`src/rtl/bafg_pkg.sv`:
```
// Shared types, codes and frame-building functions of the beacon frame generator.
package bafg_pkg;

   localparam int AD_MAX = 31;
   localparam int QUEUE_DEPTH = 2;
   localparam int QUEUE_PTR_W = $clog2(QUEUE_DEPTH);
   localparam int QUEUE_CNT_W = $clog2(QUEUE_DEPTH + 1);

   localparam logic [1:0] FUNC_TICK  = 2'd0;
   localparam logic [1:0] FUNC_START = 2'd1;
   localparam logic [1:0] FUNC_STOP  = 2'd2;

   localparam logic [1:0] CSR_FORMAT   = 2'd0;
   localparam logic [1:0] CSR_DEVICE   = 2'd1;
   localparam logic [1:0] CSR_INTERVAL = 2'd2;
   localparam logic [1:0] CSR_MAX_DUR  = 2'd3;

   localparam logic [2:0] FMT_NAME = 3'd0;
   localparam logic [2:0] FMT_PROX = 3'd1;
   localparam logic [2:0] FMT_UID  = 3'd2;
   localparam logic [2:0] FMT_URL  = 3'd3;
   localparam logic [2:0] FMT_ALT  = 3'd4;
   localparam logic [2:0] FMT_PAIR = 3'd5;
   localparam logic [2:0] FMT_FIND = 3'd6;
   localparam logic [2:0] FMT_NONE = 3'd7;

   localparam logic [15:0] INTERVAL_MIN   = 16'd20;
   localparam logic [15:0] INTERVAL_RESET = 16'd100;
   localparam logic [31:0] MAX_DUR_RESET  = 32'd60000;

   localparam logic [5:0] CHAN_BASE  = 6'd37;
   localparam logic [1:0] SLOT_LAST  = 2'd2;

   localparam logic [7:0] PDU_HEADER = 8'h42;
   localparam logic [7:0] ADDR_TYPE  = 8'hC0;
   localparam logic [7:0] ADDR_MASK  = 8'h3F;
   localparam logic [7:0] TYPE_FLAGS = 8'h01;
   localparam logic [7:0] TYPE_NAME  = 8'h09;
   localparam logic [7:0] TYPE_SVC   = 8'h16;
   localparam logic [7:0] TYPE_MFR   = 8'hFF;
   localparam logic [7:0] FLAGS_VAL  = 8'h06;
   localparam logic [7:0] FLAGS_LEN1 = 8'h02;
   localparam logic [5:0] FLAGS_LEN  = 6'd3;
   localparam logic [5:0] HDR_LEN    = 6'd6;
   localparam logic [5:0] PREFIX_LEN = 6'd8;
   localparam logic [5:0] VAL_START  = 6'd13;

   // Leading four value bytes of each format but the name, first byte in the low bits.
   localparam logic [31:0] PROX_HDR = 32'h1502004C;
   localparam logic [31:0] UID_HDR  = 32'hEE00FEAA;
   localparam logic [31:0] URL_HDR  = 32'hEE10FEAA;
   localparam logic [31:0] ALT_HDR  = 32'hACBEBEAC;
   localparam logic [31:0] PAIR_HDR = 32'h00030006;
   localparam logic [31:0] FIND_HDR = 32'h1612004C;

   localparam logic [7:0] NAME_BYTES [12] = '{
      8'h50, 8'h49, 8'h58, 8'h4C, 8'h41, 8'h4E,
      8'h41, 8'h4C, 8'h59, 8'h5A, 8'h45, 8'h52};
   localparam logic [7:0] URL_BYTES [7] = '{
      8'h70, 8'h69, 8'h78, 8'h6C, 8'h2E, 8'h6A, 8'h73};

   typedef struct packed {
      logic [1:0] slot;
      logic [2:0] fmt;
   } job_type;

   function automatic logic [7:0] id_byte(input logic [63:0] id, input logic [4:0] k);
      return id[{k[2:0], 3'b000} +: 8];
   endfunction

   function automatic logic [7:0] hdr_byte(input logic [31:0] w, input logic [4:0] j);
      return w[{j[1:0], 3'b000} +: 8];
   endfunction

   function automatic logic [5:0] val_len(input logic [2:0] fmt);
      logic [5:0] n;
      unique case (fmt)
         FMT_NAME: n = 6'd12;
         FMT_PROX: n = 6'd25;
         FMT_UID:  n = 6'd22;
         FMT_URL:  n = 6'd11;
         FMT_ALT:  n = 6'd26;
         FMT_PAIR: n = 6'd7;
         FMT_FIND: n = 6'd26;
         default:  n = 6'd0;
      endcase
      return n;
   endfunction

   function automatic logic [7:0] val_type(input logic [2:0] fmt);
      logic [7:0] t;
      unique case (fmt)
         FMT_NAME:         t = TYPE_NAME;
         FMT_UID, FMT_URL: t = TYPE_SVC;
         default:          t = TYPE_MFR;
      endcase
      return t;
   endfunction

   // AD length: flags always fit; the format structure only if within AD_MAX.
   function automatic logic [5:0] ad_len(input logic [2:0] fmt);
      logic [6:0] with_val;
      with_val = 7'(FLAGS_LEN) + 7'd2 + 7'(val_len(fmt));
      if (with_val <= 7'(AD_MAX)) begin
         return with_val[5:0];
      end
      return FLAGS_LEN;
   endfunction

   function automatic logic [7:0] val_byte(input logic [2:0] fmt, input logic [63:0] id,
                                           input logic [4:0] j);
      logic [7:0] b;
      b = 8'h00;
      unique case (fmt)
         FMT_NAME: begin
            if (j < 5'd12) b = NAME_BYTES[j[3:0]];
         end
         FMT_PROX: begin
            if (j < 5'd4) b = hdr_byte(PROX_HDR, j);
            else if (j < 5'd20) b = id_byte(id, j - 5'd4);
            else if (j < 5'd24) b = id_byte(id, j - 5'd20);
            else b = 8'hC5;
         end
         FMT_UID: begin
            if (j < 5'd4) b = hdr_byte(UID_HDR, j);
            else if (j < 5'd14) b = id_byte(id, j - 5'd4);
            else if (j < 5'd20) b = id_byte(id, j - 5'd10);
         end
         FMT_URL: begin
            if (j < 5'd4) b = hdr_byte(URL_HDR, j);
            else if (j < 5'd11) b = URL_BYTES[3'(j - 5'd4)];
         end
         FMT_ALT: begin
            if (j < 5'd4) b = hdr_byte(ALT_HDR, j);
            else if (j < 5'd24) b = id_byte(id, j - 5'd3);
            else if (j == 5'd24) b = 8'hEE;
         end
         FMT_PAIR: begin
            if (j < 5'd4) b = hdr_byte(PAIR_HDR, j);
            else if (j < 5'd7) b = id_byte(id, j - 5'd4);
         end
         FMT_FIND: begin
            if (j < 5'd4) b = hdr_byte(FIND_HDR, j);
            else if (j < 5'd24) b = id_byte(id, j - 5'd4);
            else if (j == 5'd25) b = 8'h01;
         end
         default: b = 8'h00;
      endcase
      return b;
   endfunction

   function automatic logic [7:0] pdu_byte(input logic [2:0] fmt, input logic [63:0] id,
                                           input logic [5:0] pos);
      logic [7:0] b;
      logic [4:0] j;
      j = 5'(pos - VAL_START);
      if (pos == 6'd0) b = PDU_HEADER;
      else if (pos == 6'd1) b = {2'b00, HDR_LEN + ad_len(fmt)};
      else if (pos < 6'd7) b = id_byte(id, pos[4:0]);
      else if (pos == 6'd7) b = ADDR_TYPE | (id_byte(id, pos[4:0]) & ADDR_MASK);
      else if (pos == 6'd8) b = FLAGS_LEN1;
      else if (pos == 6'd9) b = TYPE_FLAGS;
      else if (pos == 6'd10) b = FLAGS_VAL;
      else if (pos == 6'd11) b = {2'b00, val_len(fmt) + 6'd1};
      else if (pos == 6'd12) b = val_type(fmt);
      else b = val_byte(fmt, id, j);
      return b;
   endfunction

endpackage

```
`src/rtl/bafg_queue.sv`:
```
// Two-entry job queue between the session front end and the byte emitter.
module bafg_queue (
   input  logic             clock,
   input  logic             reset,
   input  logic             push,
   input  bafg_pkg::job_type push_job,
   output logic             full,
   input  logic             pop,
   output logic             empty,
   output bafg_pkg::job_type head_job
);
   import bafg_pkg::*;

   job_type                mem_ff [QUEUE_DEPTH];
   logic [QUEUE_PTR_W-1:0] wr_ptr_ff, wr_ptr_in;
   logic [QUEUE_PTR_W-1:0] rd_ptr_ff, rd_ptr_in;
   logic [QUEUE_CNT_W-1:0] count_ff, count_in;

   assign full     = (count_ff == QUEUE_CNT_W'(QUEUE_DEPTH));
   assign empty    = (count_ff == '0);
   assign head_job = mem_ff[rd_ptr_ff];

   always_comb begin
      wr_ptr_in = wr_ptr_ff;
      rd_ptr_in = rd_ptr_ff;
      count_in  = count_ff;
      if (push) begin
         wr_ptr_in = (wr_ptr_ff == QUEUE_PTR_W'(QUEUE_DEPTH - 1)) ? '0 : wr_ptr_ff + 1'b1;
      end
      if (pop) begin
         rd_ptr_in = (rd_ptr_ff == QUEUE_PTR_W'(QUEUE_DEPTH - 1)) ? '0 : rd_ptr_ff + 1'b1;
      end
      if (push && !pop) count_in = count_ff + 1'b1;
      else if (pop && !push) count_in = count_ff - 1'b1;
   end

   always_ff @(posedge clock) begin
      if (reset) begin
         wr_ptr_ff <= '0;
         rd_ptr_ff <= '0;
         count_ff  <= '0;
      end else begin
         wr_ptr_ff <= wr_ptr_in;
         rd_ptr_ff <= rd_ptr_in;
         count_ff  <= count_in;
      end
   end

   always_ff @(posedge clock) begin
      if (push) mem_ff[wr_ptr_ff] <= push_job;
   end

endmodule

```
`src/rtl/bafg_front.sv`:
```
// Session front end: takes start, stop and tick items and queues due frames.
module bafg_front (
   input  logic             clock,
   input  logic             reset,
   input  logic             req_valid,
   output logic             req_ready,
   input  logic [1:0]       req_func,
   input  logic [31:0]      req_now_time,
   input  logic [2:0]       cfg_format,
   input  logic [15:0]      cfg_interval,
   input  logic [31:0]      cfg_max_dur,
   input  logic             queue_full,
   output logic             push,
   output bafg_pkg::job_type push_job
);
   import bafg_pkg::*;

   logic        active_ff, active_in;
   logic        started_ff, started_in;
   logic [31:0] start_ff, start_in;
   logic [31:0] next_due_ff, next_due_in;
   logic [1:0]  slot_ff, slot_in;

   logic        take;
   logic [31:0] eff_start, eff_next, run_time, due_diff;

   assign req_ready     = !queue_full;
   assign take          = req_valid && req_ready;
   assign eff_start     = started_ff ? start_ff : req_now_time;
   assign eff_next      = started_ff ? next_due_ff : req_now_time;
   assign run_time      = req_now_time - eff_start;
   assign due_diff      = req_now_time - eff_next;
   assign push_job.slot = slot_ff;
   assign push_job.fmt  = cfg_format;

   always_comb begin
      active_in   = active_ff;
      started_in  = started_ff;
      start_in    = start_ff;
      next_due_in = next_due_ff;
      slot_in     = slot_ff;
      push        = 1'b0;
      if (take) begin
         unique case (req_func)
            FUNC_START: begin
               if (cfg_format != FMT_NONE) begin
                  active_in   = 1'b1;
                  started_in  = 1'b0;
                  start_in    = '0;
                  next_due_in = '0;
                  slot_in     = '0;
               end
            end
            FUNC_STOP: active_in = 1'b0;
            FUNC_TICK: begin
               if (active_ff) begin
                  started_in  = 1'b1;
                  start_in    = eff_start;
                  next_due_in = eff_next;
                  if (run_time >= cfg_max_dur) begin
                     active_in = 1'b0;
                  end else if (!due_diff[31]) begin
                     next_due_in = req_now_time + {16'd0, cfg_interval};
                     if (cfg_format != FMT_NONE) begin
                        push    = 1'b1;
                        slot_in = (slot_ff >= SLOT_LAST) ? 2'd0 : slot_ff + 2'd1;
                     end
                  end
               end
            end
            default: ;
         endcase
      end
   end

   always_ff @(posedge clock) begin
      if (reset) begin
         active_ff   <= 1'b0;
         started_ff  <= 1'b0;
         start_ff    <= '0;
         next_due_ff <= '0;
         slot_ff     <= '0;
      end else begin
         active_ff   <= active_in;
         started_ff  <= started_in;
         start_ff    <= start_in;
         next_due_ff <= next_due_in;
         slot_ff     <= slot_in;
      end
   end

endmodule

```
`src/rtl/bafg_back.sv`:
```
// Byte emitter: walks one queued frame into the output register, a byte per cycle unless rsp stalls.
module bafg_back (
   input  logic             clock,
   input  logic             reset,
   input  logic             queue_empty,
   input  bafg_pkg::job_type head_job,
   output logic             pop,
   input  logic [63:0]      cfg_device_id,
   output logic             rsp_valid,
   input  logic             rsp_ready,
   output logic [5:0]       rsp_channel_index,
   output logic [5:0]       rsp_byte_position,
   output logic [7:0]       rsp_frame_byte,
   output logic             rsp_last
);
   import bafg_pkg::*;

   logic       busy_ff, busy_in;
   logic [5:0] pos_ff, pos_in;
   job_type    job_ff, job_in;
   logic       out_valid_ff, out_valid_in;
   logic [5:0] out_chan_ff, out_chan_in;
   logic [5:0] out_pos_ff, out_pos_in;
   logic [7:0] out_byte_ff, out_byte_in;
   logic       out_last_ff, out_last_in;

   logic       advance;
   logic [5:0] frame_total;
   logic       is_last;

   assign advance     = !out_valid_ff || rsp_ready;
   assign frame_total = PREFIX_LEN + ad_len(job_ff.fmt);
   assign is_last     = (pos_ff == frame_total - 6'd1);

   always_comb begin
      busy_in      = busy_ff;
      pos_in       = pos_ff;
      job_in       = job_ff;
      out_valid_in = out_valid_ff;
      out_chan_in  = out_chan_ff;
      out_pos_in   = out_pos_ff;
      out_byte_in  = out_byte_ff;
      out_last_in  = out_last_ff;
      pop          = 1'b0;
      if (advance) begin
         out_valid_in = busy_ff;
         if (busy_ff) begin
            out_chan_in = CHAN_BASE + {4'd0, job_ff.slot};
            out_pos_in  = pos_ff;
            out_byte_in = pdu_byte(job_ff.fmt, cfg_device_id, pos_ff);
            out_last_in = is_last;
            pos_in      = pos_ff + 6'd1;
            if (is_last) busy_in = 1'b0;
         end
      end
      if (!busy_ff && !queue_empty) begin
         pop     = 1'b1;
         busy_in = 1'b1;
         job_in  = head_job;
         pos_in  = '0;
      end
   end

   always_ff @(posedge clock) begin
      if (reset) begin
         busy_ff      <= 1'b0;
         out_valid_ff <= 1'b0;
      end else begin
         busy_ff      <= busy_in;
         out_valid_ff <= out_valid_in;
      end
   end

   always_ff @(posedge clock) begin
      pos_ff      <= pos_in;
      job_ff      <= job_in;
      out_chan_ff <= out_chan_in;
      out_pos_ff  <= out_pos_in;
      out_byte_ff <= out_byte_in;
      out_last_ff <= out_last_in;
   end

   assign rsp_valid         = out_valid_ff;
   assign rsp_channel_index = out_chan_ff;
   assign rsp_byte_position = out_pos_ff;
   assign rsp_frame_byte    = out_byte_ff;
   assign rsp_last          = out_last_ff;

endmodule

```
`src/rtl/beacon_advertising_frame_generator_core.sv`:
```
// Top level of the beacon advertising frame generator: registers and the three parts.
//
//   channel  direction  transfer when        payload
//   req      in         req_valid&req_ready  func, now_time
//   rsp      out        rsp_valid&rsp_ready  channel_index, byte_position, frame_byte, last
//   csr      in         csr_wr_en            index, 64-bit data, no read-back
//
// The front end takes one req item per cycle while the two-entry frame queue has room.
// A due tick yields a frame of 20 to 39 bytes, one byte per cycle from the emitter while
// rsp is not stalled; the emitter takes the next queued frame only once it is idle again.
// A stalled rsp holds the output register; the queue lets req keep moving meanwhile.
// Reset is synchronous and clears the session, queue and output valid; registers
// return to format 0, id 0, interval 100 ms, duration 60000 ms.
module beacon_advertising_frame_generator_core (
   input  logic        clock,
   input  logic        reset,
   input  logic        req_valid,
   output logic        req_ready,
   input  logic [1:0]  req_func,
   input  logic [31:0] req_now_time,
   output logic        rsp_valid,
   input  logic        rsp_ready,
   output logic [5:0]  rsp_channel_index,
   output logic [5:0]  rsp_byte_position,
   output logic [7:0]  rsp_frame_byte,
   output logic        rsp_last,
   input  logic        csr_wr_en,
   input  logic [1:0]  csr_index,
   input  logic [63:0] csr_wr_data
);
   import bafg_pkg::*;

   logic [2:0]  format_ff;
   logic [63:0] device_id_ff;
   logic [15:0] interval_ff;
   logic [31:0] max_dur_ff;
   logic [15:0] interval_wr;

   logic    push, pop, q_full, q_empty;
   job_type push_job, head_job;

   assign interval_wr = (csr_wr_data[15:0] < INTERVAL_MIN) ? INTERVAL_MIN : csr_wr_data[15:0];

   always_ff @(posedge clock) begin
      if (reset) begin
         format_ff    <= FMT_NAME;
         device_id_ff <= '0;
         interval_ff  <= INTERVAL_RESET;
         max_dur_ff   <= MAX_DUR_RESET;
      end else if (csr_wr_en) begin
         unique case (csr_index)
            CSR_FORMAT:   format_ff    <= csr_wr_data[2:0];
            CSR_DEVICE:   device_id_ff <= csr_wr_data;
            CSR_INTERVAL: interval_ff  <= interval_wr;
            CSR_MAX_DUR:  max_dur_ff   <= csr_wr_data[31:0];
            default: ;
         endcase
      end
   end

   bafg_front u_front (
      .clock        (clock),
      .reset        (reset),
      .req_valid    (req_valid),
      .req_ready    (req_ready),
      .req_func     (req_func),
      .req_now_time (req_now_time),
      .cfg_format   (format_ff),
      .cfg_interval (interval_ff),
      .cfg_max_dur  (max_dur_ff),
      .queue_full   (q_full),
      .push         (push),
      .push_job     (push_job)
   );

   bafg_queue u_queue (
      .clock    (clock),
      .reset    (reset),
      .push     (push),
      .push_job (push_job),
      .full     (q_full),
      .pop      (pop),
      .empty    (q_empty),
      .head_job (head_job)
   );

   bafg_back u_back (
      .clock             (clock),
      .reset             (reset),
      .queue_empty       (q_empty),
      .head_job          (head_job),
      .pop               (pop),
      .cfg_device_id     (device_id_ff),
      .rsp_valid         (rsp_valid),
      .rsp_ready         (rsp_ready),
      .rsp_channel_index (rsp_channel_index),
      .rsp_byte_position (rsp_byte_position),
      .rsp_frame_byte    (rsp_frame_byte),
      .rsp_last          (rsp_last)
   );

endmodule

```
`config.mk`:
```
export PLATFORM = sky130hd
export DESIGN_NAME = beacon_advertising_frame_generator_core
export DESIGN_NICKNAME = d
export VERILOG_FILES = /design/src/rtl/bafg_pkg.sv /design/src/rtl/bafg_queue.sv /design/src/rtl/bafg_front.sv /design/src/rtl/bafg_back.sv /design/src/rtl/beacon_advertising_frame_generator_core.sv
export SDC_FILE = /design/constraint.sdc
export NUM_CORES = 1
export LEC_CHECK = 0
export ABC_AREA = 1
export ABC_CLOCK_PERIOD_IN_PS = 6250
export CORE_MARGIN = 1
export CORE_UTILIZATION = 34
export CTS_BUF_LIST = sky130_fd_sc_hd__clkbuf_8
export CTS_CLUSTER_SIZE = 30
export DETAILED_ROUTE_END_ITERATION = 6
export DONT_BUFFER_PORTS = 1
export GPL_ROUTABILITY_DRIVEN = 0
export PLACE_DENSITY = 0.47
export SYNTH_ARGS = -nofsm -noshare
export SYNTH_HDL_FRONTEND = slang
export SYNTH_SLANG_ARGS = --single-unit
```
`constraint.sdc`:
```
create_clock -name clock -period 6.25 [get_ports clock]
set_input_delay 1.25 -clock clock [delete_from_list [all_inputs] [get_ports clock]]
set_output_delay 1.25 -clock clock [all_outputs]
set_load 0.005 [all_outputs]
```
==> results of run 1 <==
==> where the power goes <==
group / switching (mW) / internal, mW / leakage (nW)
sequential: 0.0986 / 1.68 / 1.91
combinational: 2.14 / 0.924 / 5.44
clock: 0.694 / 0.894 / 0.542
total: 2.94 / 3.50 / 7.89
==> registers in the layout (all words and copies together) (netlist names), 2 cells and up <==
register	flops
u_back.rsp_channel_index	4
u_back.job_ff	5
device_id_ff	64
u_back.pos_ff	6
u_front.slot_ff	2
u_back.rsp_byte_position	6
max_dur_ff	32
u_front.next_due_ff	32
format_ff	3
u_back.rsp_frame_byte	8
u_queue.mem_ff	10
u_queue.count_ff	2
u_front.start_ff	32
interval_ff	16
==> cells by family (layout without fill, tap and decap cells) <==
family | count (synthesis) | in the layout
other | 2 | 4
AOI/OAI and AO/OA | 669 | 669
xor gates and xnor gates | 64 | 64
adders and majority gates | 126 | 126
muxes | 3 | 3
and+or+nand+nor | 1065 | 1065
DFF | 229 | 229
buffers and inverters | 342 | 333
==> placed cells by master (no fill, tap or decap), types with 5 or more instances in the layout <==
| cell type | Yosys | final |
|---|---|---|
| sky130_fd_sc_hd__a21oi_1 | 326 | 326 |
| sky130_fd_sc_hd__a31oi_1 | 9 | 9 |
| sky130_fd_sc_hd__buf_4 | 6 | 24 |
| sky130_fd_sc_hd__clkbuf_8 | 0 | 50 |
| sky130_fd_sc_hd__clkinv_1 | 2 | 5 |
| sky130_fd_sc_hd__clkinv_2 | 0 | 5 |
| sky130_fd_sc_hd__dfxtp_1 | 195 | 193 |
| sky130_fd_sc_hd__edfxtp_1 | 34 | 34 |
| sky130_fd_sc_hd__ha_1 | 124 | 124 |
| sky130_fd_sc_hd__inv_1 | 220 | 236 |
| sky130_fd_sc_hd__inv_2 | 6 | 9 |
| sky130_fd_sc_hd__nand2_1 | 579 | 579 |
| sky130_fd_sc_hd__nand2_2 | 8 | 8 |
| sky130_fd_sc_hd__nand3_1 | 127 | 127 |
| sky130_fd_sc_hd__nand4_1 | 22 | 22 |
| sky130_fd_sc_hd__nor2_1 | 265 | 265 |
| sky130_fd_sc_hd__nor2_2 | 5 | 5 |
| sky130_fd_sc_hd__nor3_1 | 33 | 32 |
| sky130_fd_sc_hd__nor4_1 | 6 | 6 |
| sky130_fd_sc_hd__o211ai_1 | 35 | 35 |
| sky130_fd_sc_hd__o21ai_0 | 248 | 248 |
| sky130_fd_sc_hd__o21ai_1 | 10 | 10 |
| sky130_fd_sc_hd__o221ai_1 | 6 | 6 |
| sky130_fd_sc_hd__or2_2 | 10 | 10 |
| sky130_fd_sc_hd__xnor2_1 | 15 | 15 |
| sky130_fd_sc_hd__xor2_1 | 48 | 48 |
==> metal layers <==
metal	track usage (%)	part of all wire (%)	vias to the layer above
met3	3.883	4.8	118
met1	28.29	44	7578
met2	38.95	48	405
li1	-	-	8291
met5	0	0	-
met4	9.050	3.7	0
==> layout make-up <==
type                            count  area [sq um]  area share (%)
Tap cell                          615         769.5           4.317
Timing Repair Buffer               24         180.2           1.011
Multi-Input combinational cell   1929         10170           57.07
Sequential cell                   229          4927           27.64
Clock buffer                       50         688.2           3.860
Antenna cell                        2         5.005         0.02808
Inverter                          228         855.8           4.801
Clock inverter                     31         227.7           1.277
==> path summary, 6_finish.rpt <==
kind,from,endpoint,slack (ns)
min reg2reg,u_front.start_ff[7],u_front.start_ff[7],0.46
min,u_front.start_ff[7],u_front.start_ff[7],0.46
max reg2reg,u_front.started_ff,u_queue.count_ff[1],0.95
max,req_now_time[0],u_queue.count_ff[1],0.81
==> stage by stage <==
step,worst slack [ns],std cells
floorplan,0.8855,2500
global placement,0.2794,3025
detailed placement,0.2142,3025
CTS,0.8629,3106
global route,0.1970,3106
finish,0.8130,3108
==> critical path, delay by kind of cell <==
kind                     cells  cell delay, ns
XOR/XNOR                     1            0.15
buffers and inverters        3            0.21
adder cells (fa/ha/maj)      4            1.22
AND/OR/NAND/NOR             10            1.36
AO/OA/AOI/OAI               11            1.73
==> Yosys cell counts (3+ instances only) <==
cell,instances
sky130_fd_sc_hd__nand2_1,579
sky130_fd_sc_hd__nor2_1,265
sky130_fd_sc_hd__a21boi_1,4
sky130_fd_sc_hd__ha_1,124
sky130_fd_sc_hd__a21oi_1,326
sky130_fd_sc_hd__nor3_1,33
sky130_fd_sc_hd__o21a_1,4
sky130_fd_sc_hd__nand3_1,127
sky130_fd_sc_hd__edfxtp_1,34
sky130_fd_sc_hd__xnor2_1,15
sky130_fd_sc_hd__mux2i_1,3
sky130_fd_sc_hd__a31oi_1,9
sky130_fd_sc_hd__nand4_1,22
sky130_fd_sc_hd__a21boi_0,4
sky130_fd_sc_hd__nor2_2,5
sky130_fd_sc_hd__or2_2,10
sky130_fd_sc_hd__o21ai_1,10
sky130_fd_sc_hd__buf_4,6
sky130_fd_sc_hd__buf_2,24
sky130_fd_sc_hd__dfxtp_1,195
sky130_fd_sc_hd__o21bai_1,3
sky130_fd_sc_hd__nor4_1,6
sky130_fd_sc_hd__xor2_1,48
sky130_fd_sc_hd__buf_6,5
sky130_fd_sc_hd__o221ai_1,6
sky130_fd_sc_hd__nand2_2,8
sky130_fd_sc_hd__inv_1,220
sky130_fd_sc_hd__clkbuf_1,70
sky130_fd_sc_hd__buf_1,9
sky130_fd_sc_hd__inv_2,6
sky130_fd_sc_hd__o21ai_0,248
sky130_fd_sc_hd__o22ai_1,3
sky130_fd_sc_hd__o211ai_1,35
==> summary.md, run 1 <==
• **via count of the first global-routing pass** 15.74k
• **final routed DRC violation total** 0
• **hold bufs inserted after CTS** 0
• **cts repair resizes** 0
• **max capacitance violation total** 0
• **Placement Rows** 80
• **average vias per placed instance** 5.274
• **dominant synthesized flop cell** sky130_fd_sc_hd__dfxtp_1
• **placed cell areas** 16910 sq um
• **Final Hold Viols** 0
• **Distinct cells, synth** 59
• **wirelength, routed** 56790 um
• **Leakage Power** 7.890 nW
• **maximum single-stage delay on the critical path** 0.40 ns
• **CTS tree** done
• **Peak supply drop** 0.1410 mV
• **total congestion overflow after global routing** 0
• **cell taking the most area after synthesis** sky130_fd_sc_hd__dfxtp_1
• **width of the die** 222.1 um
• **Final TNS setup** 0 ns
• **worst-case reg-to-reg path depth** 28
• **Worst-Margin Slew** 1.048 ns
• **worst hold path depth** 2
• **count of flip-flops with a built-in enable after synthesis** 34
• **routed via count** 16.39k
• **worst-skew pair later-pin latency** 0.63 ns
• **Worst setup EP type** flip-flop
• **Cell Pwr Density** 361.0 nW/um^2
• **synthesized net count** 2731
• **total I/O pin count** 128
• **Port Buffers** 0
• **adder-cell area share of the yosys netlist** 9.666%
• **result of the run** completed
• **fraction of layout instances using a drive strength above 1** 5.259%
• **setup repair after global routing missed its margin** false
• **Syn Inst Count** 2500
• **Req. time, crit path** 6.75 ns
• **Synth Area per Inst** 6.586 sq um
• **Routed WL per cell** 18.27 um
• **kind of critical path** input port to flip-flop
• **launching element type of the critical path** input port
• **share of synthesized area spent on multiplexers** 0.1824%
• **Total GRT Usage** 22.77%
• **Max Transition Viols Final** 0
• **setup violation total in the final timing report** 0
• **xor/xnor share of the synthesized area** 3.450%
• **H-tree Lvls** 2
• **CTS buffer count** 46
• **total chip power** 6.436 mW
• **Util after Layout** 37.33%
• **Fillers** 5138
• **share of flip-flops with an asynchronous set or reset after synthesis** 0%
• **class of the tightest hold or removal check** flip-flop to flip-flop
• **post-CTS setup-driven buffer insertion count** 0
• **number of detailed-route iterations in the first pass** 6
• **DRT antenna net count** 0
• **share of the yosys chip area belonging to registers** 29.91%
• **initial core utilization** 34.49%
• **data arrival time of the critical path** 5.94 ns
• **minimum hold slack** 0.4574 ns
• **number of nets in the finished design** 2689
• **wire length of the first global-routing pass** 88690 um
• **count of yosys warnings during synthesis** 0
• **total die area** 49310 sq um
• **initial antenna violation count** 2
• **slowest stage cell on the critical path** sky130_fd_sc_hd__fa_1
• **final cycle utilization of the critical path** 86.99%
• **total standard cell area after synthesis** 16470 sq um
• **share of the synthesized area in the top cell type** 23.71%
• **Worst Clk Skew** 0.04145 ns
• **Core Footprint** 47750 sq um
• **post-route minimum period** 5.437 ns
• **Slew Limit Headroom** 29.69%
• **Final Cell Area** 17830 sq um
• **Synth Area in Compound Gates** 21.73%
• **register bit total from synthesis** 229
• **root buffer cell** sky130_fd_sc_hd__clkbuf_8
• **highest clock frequency the design can meet** 183.9 MHz
• **critical-path maximum fanout** 4
• **top cells by area in the synthesized netlist** sky130_fd_sc_hd__dfxtp_1, sky130_fd_sc_hd__nand2_1, sky130_fd_sc_hd__a21oi_1, sky130_fd_sc_hd__ha_1, sky130_fd_sc_hd__o21ai_0
• **clk slew on worst S/H paths** 0.06 ns
• **number of buffers on the longest clock path** 3
• **area fraction in and, or, nand and nor cells after synthesis** 26.67%
• **Area Growth Syn to Fin** 8.260%
• **total number of clock tree sinks** 229
• **First DRT Iteration DRCs** 1140
• **dominant combinational cell family by area after synthesis** simple AND/OR/NAND/NOR gates
• **largest net degree at the start of global routing** 103
• **detailed placement HPWL** 43140 um
• **Die Height** 222.1 um
Power figures use the tool's default switching activity.
==> inputs of run 2 (changes only) <==
--- a/config.mk
+++ b/config.mk
@@ -8,13 +8,13 @@
 export ABC_AREA = 1
 export ABC_CLOCK_PERIOD_IN_PS = 6250
 export CORE_MARGIN = 1
-export CORE_UTILIZATION = 34
+export CORE_UTILIZATION = 60
 export CTS_BUF_LIST = sky130_fd_sc_hd__clkbuf_8
 export CTS_CLUSTER_SIZE = 30
 export DETAILED_ROUTE_END_ITERATION = 6
 export DONT_BUFFER_PORTS = 1
 export GPL_ROUTABILITY_DRIVEN = 0
-export PLACE_DENSITY = 0.47
+export PLACE_DENSITY = 0.75
 export SYNTH_ARGS = -nofsm -noshare
 export SYNTH_HDL_FRONTEND = slang
 export SYNTH_SLANG_ARGS = --single-unit
==> run 2 against run 1 <==
Net effect: count of clock-buffer cells in the layout did not move; fmax fell by 3.0%; register-to-register slack got worse by 0.31 ns; via count rose by 2.4%; hold slack got worse by 0.0015 ns; total power fell by 4.1%; clock skew fell by 0.016 ns; sequential share of layout area rose by 0.75 points; critical path type is now flip-flop to flip-flop; critical endpoint unchanged; largest power group unchanged.
==> summary.md, run 2 (synthesis gave the netlist of run 1 again) <==
• **H-tree Lvls** 2, unchanged
• **kind of critical path** flip-flop to flip-flop
• **Placement Rows** 60, -25%
• **setup repair after global routing missed its margin** false
• **maximum single-stage delay on the critical path** 0.45 ns, +0.05 ns
• **placed cell areas** 16530 sq um, -2.2%
• **result of the run** completed
• **Final TNS setup** 0 ns, unchanged
• **root buffer cell** sky130_fd_sc_hd__clkbuf_8
• **Die Height** 167.7 um, -24%
• **slowest stage cell on the critical path** sky130_fd_sc_hd__clkinv_1
• **total congestion overflow after global routing** 0, unchanged
• **hold bufs inserted after CTS** 0, unchanged
• **Peak supply drop** 0.2212 mV, +57%
• **most common cell after layout, fill and taps aside** sky130_fd_sc_hd__nand2_1
• **Final Cell Area** 17360 sq um, -2.6%
• **setup violation total in the final timing report** 0, unchanged
• **number of buffers on the longest clock path** 3, unchanged
• **CTS tree** done
• **worst reg2reg setup slack** 0.64 ns, -0.31 ns
• **RR Startpoint** u_front.started_ff
• **Req. time, crit path** 6.69 ns, -0.06 ns
• **Total GRT Usage** 34.41%, +12 points
• **critical hold path startpoint** u_queue.wr_ptr_ff
• **Cell Count Post-Placement** 2744, -9.3%
• **fraction of layout instances using a drive strength above 1** 5.089%, -0.17 points
• **Worst setup EP type** flip-flop
• **Max Transition Viols Final** 0, unchanged
• **Worst Clk Skew** 0.02546 ns, -0.01599 ns
• **post-CTS setup-driven buffer insertion count** 0, unchanged
• **total number of clock tree sinks** 229, unchanged
• **Cell Pwr Density** 355.6 nW/um^2, -1.5%
• **largest register by flop count** device_id_ff
• **Routed WL per cell** 17.40 um, -4.8%
• **class of the tightest hold or removal check** flip-flop to flip-flop
• **highest clock frequency the design can meet** 178.3 MHz, -3.0%
• **worst hold path endpoint** u_queue.wr_ptr_ff
• **initial antenna violation count** 0, -2
• **worst-case reg-to-reg path depth** 30, +7.1%
• **wirelength, routed** 49020 um, -14%
• **number of detailed-route iterations in the first pass** 6, unchanged
• **Core Footprint** 26950 sq um, -44%
• **number of flip-flops in the largest register** 64, unchanged
• **initial core utilization** 61.10%, +27 points
• **launching element type of the critical path** flip-flop
• **post-route minimum period** 5.608 ns, +0.1705 ns
• **wire length of the first global-routing pass** 78290 um, -12%
• **power spent charging and discharging nets** 2.812 mW, -4.3%
• **number of nets in the finished design** 2677, -0.45%
• **worst hold path depth** 2, unchanged
• **Worst-Margin Slew** 1.016 ns, -0.03196 ns
• **endpoint of the worst register-to-register path** u_queue.count_ff[1]
• **data arrival time of the critical path** 6.04 ns, +0.10 ns
• **cell repeated most along the worst path** sky130_fd_sc_hd__a21oi_1
• **routed via count** 16.78k, +2.4%
• **Final Hold Viols** 0, unchanged
• **Port Buffers** 0, unchanged
• **max capacitance violation total** 0, unchanged
• **Leakage Power** 7.778 nW, -1.4%
• **clock network fraction of total power** 22.8%, -1.9 points
• **cts repair resizes** 0, unchanged
• **Slew Limit Headroom** 31.83%, +2.1 points
• **switching power as a share of total power** 45.55%, -0.081 points
• **width of the die** 167.7 um, -24%
• **DRT antenna net count** 0, unchanged
• **via count of the first global-routing pass** 15.45k, -1.8%
• **commonest cells after routing, fill and taps aside** sky130_fd_sc_hd__nand2_1, sky130_fd_sc_hd__a21oi_1, sky130_fd_sc_hd__nor2_1
• **critical-path maximum fanout** 11, +7
• **Area Growth Syn to Fin** 5.418%
• **part of the total power dissipated in sequential elements** 29.1%, +1.4 points
• **detailed placement HPWL** 35930 um, -17%
• **clk slew on worst S/H paths** 0.06 ns, about the same
• **First DRT Iteration DRCs** 1806, +58%
• **final routed DRC violation total** 0, unchanged
• **final cycle utilization of the critical path** 89.72%, +2.7 points
• **worst-skew pair later-pin latency** 0.56 ns, -0.07 ns
• **non-filler instance count after layout** 2817, -9.4%
• **total die area** 28110 sq um, -43%
• **CTS buffer count** 41, -11%
• **Ant. Diodes** 0, -2
• **total I/O pin count** 128, unchanged
• **Internal Dissipation** 3.361 mW, -3.9%
• **average vias per placed instance** 5.957, +13%
• **power share of the combinational group** 48.1%, +0.4 points
• **largest net degree at the start of global routing** 103, unchanged
run 2: changes by cell type in the layout (fill, tap and decap cells not counted):
cell / previous run / this run
sky130_fd_sc_hd__clkinvlp_4: 0 / 2
sky130_fd_sc_hd__diode_2: 2 / 0
sky130_fd_sc_hd__inv_1: 236 / 225
sky130_fd_sc_hd__inv_2: 9 / 8
sky130_fd_sc_hd__bufinv_16: 4 / 1
sky130_fd_sc_hd__buf_4: 24 / 15
sky130_fd_sc_hd__clkinv_1: 5 / 6
sky130_fd_sc_hd__inv_6: 0 / 1
sky130_fd_sc_hd__buf_12: 0 / 2
sky130_fd_sc_hd__clkinv_2: 5 / 8
run 2: power by group through the flow:
stage / clock (mW) / sequential [mW] / combinational (mW)
2_1_floorplan: 0 / 1.77 / 2.22
3_3_place_gp: 0 / 1.82 / 2.82
3_5_place_dp: 0 / 1.82 / 2.87
4_1_cts: 1.44 / 1.79 / 2.88
5_1_grt: 1.50 / 1.81 / 3.29
6_report: 1.41 / 1.80 / 2.97
run 2: worst max-delay path, delay by kind of cell (launching register included):
kind | cells | cell delay [ns]
DFF | 1 | 0.37
buffers and inverters | 3 | 0.63
AOI/OAI and AO/OA | 15 | 2.41
and+or+nand+nor | 8 | 1.08
xor gates and xnor gates | 1 | 0.14
adders and majority gates | 3 | 0.84
run 2: area by class of cell:
type	count	area [sq um]
multi-input cells	1929	10170
fillers	2547	9593
flip-flops and latches	229	4927
inverters	228	855.8
clock buffers	50	688.2
well taps	341	426.7
repair buffers	17	152.6
clock inverters	23	135.1
run 2: layer usage:
metal | vias to the layer above | GRT usage [%] | routed length [um]
met2 | 743 | 58.21 | 22790
met4 | 0 | 18.51 | 2636
met1 | 7582 | 42.00 | 19760
met5 | - | 0 | 0
met3 | 187 | 5.389 | 3836
li1 | 8269 | - | -
run 2: metrics by stage:
stage          utilization, %  hold WS [ns]  setup slack, ns  power [mW]
2_1_floorplan               -        0.4329           0.8855       3.993
3_3_place_gp            61.35        0.4420           0.4510       4.645
3_5_place_dp            61.35        0.4480           0.2853       4.693
4_1_cts                 64.41        0.4579           0.7362       6.113
5_1_grt                 64.41        0.4738          0.08795       6.600
6_report                64.41        0.4558           0.6425       6.173
run 2: worst max-delay path by stage:
| stage | start | slack (ns) | cells past startpoint | end |
|---|---|---|---|---|
| global route | u_front.started_ff | 0.09 | 30 | u_queue.count_ff[1] |
| finish | u_front.started_ff | 0.64 | 30 | u_queue.count_ff[1] |
| detailed placement | req_now_time[0] | 0.29 | 29 | u_queue.count_ff[1] |
| CTS | u_front.started_ff | 0.74 | 30 | u_queue.count_ff[1] |
| global placement | req_now_time[0] | 0.45 | 29 | u_queue.count_ff[1] |
| floorplan | req_now_time[0] | 0.89 | 29 | u_queue.count_ff[1] |
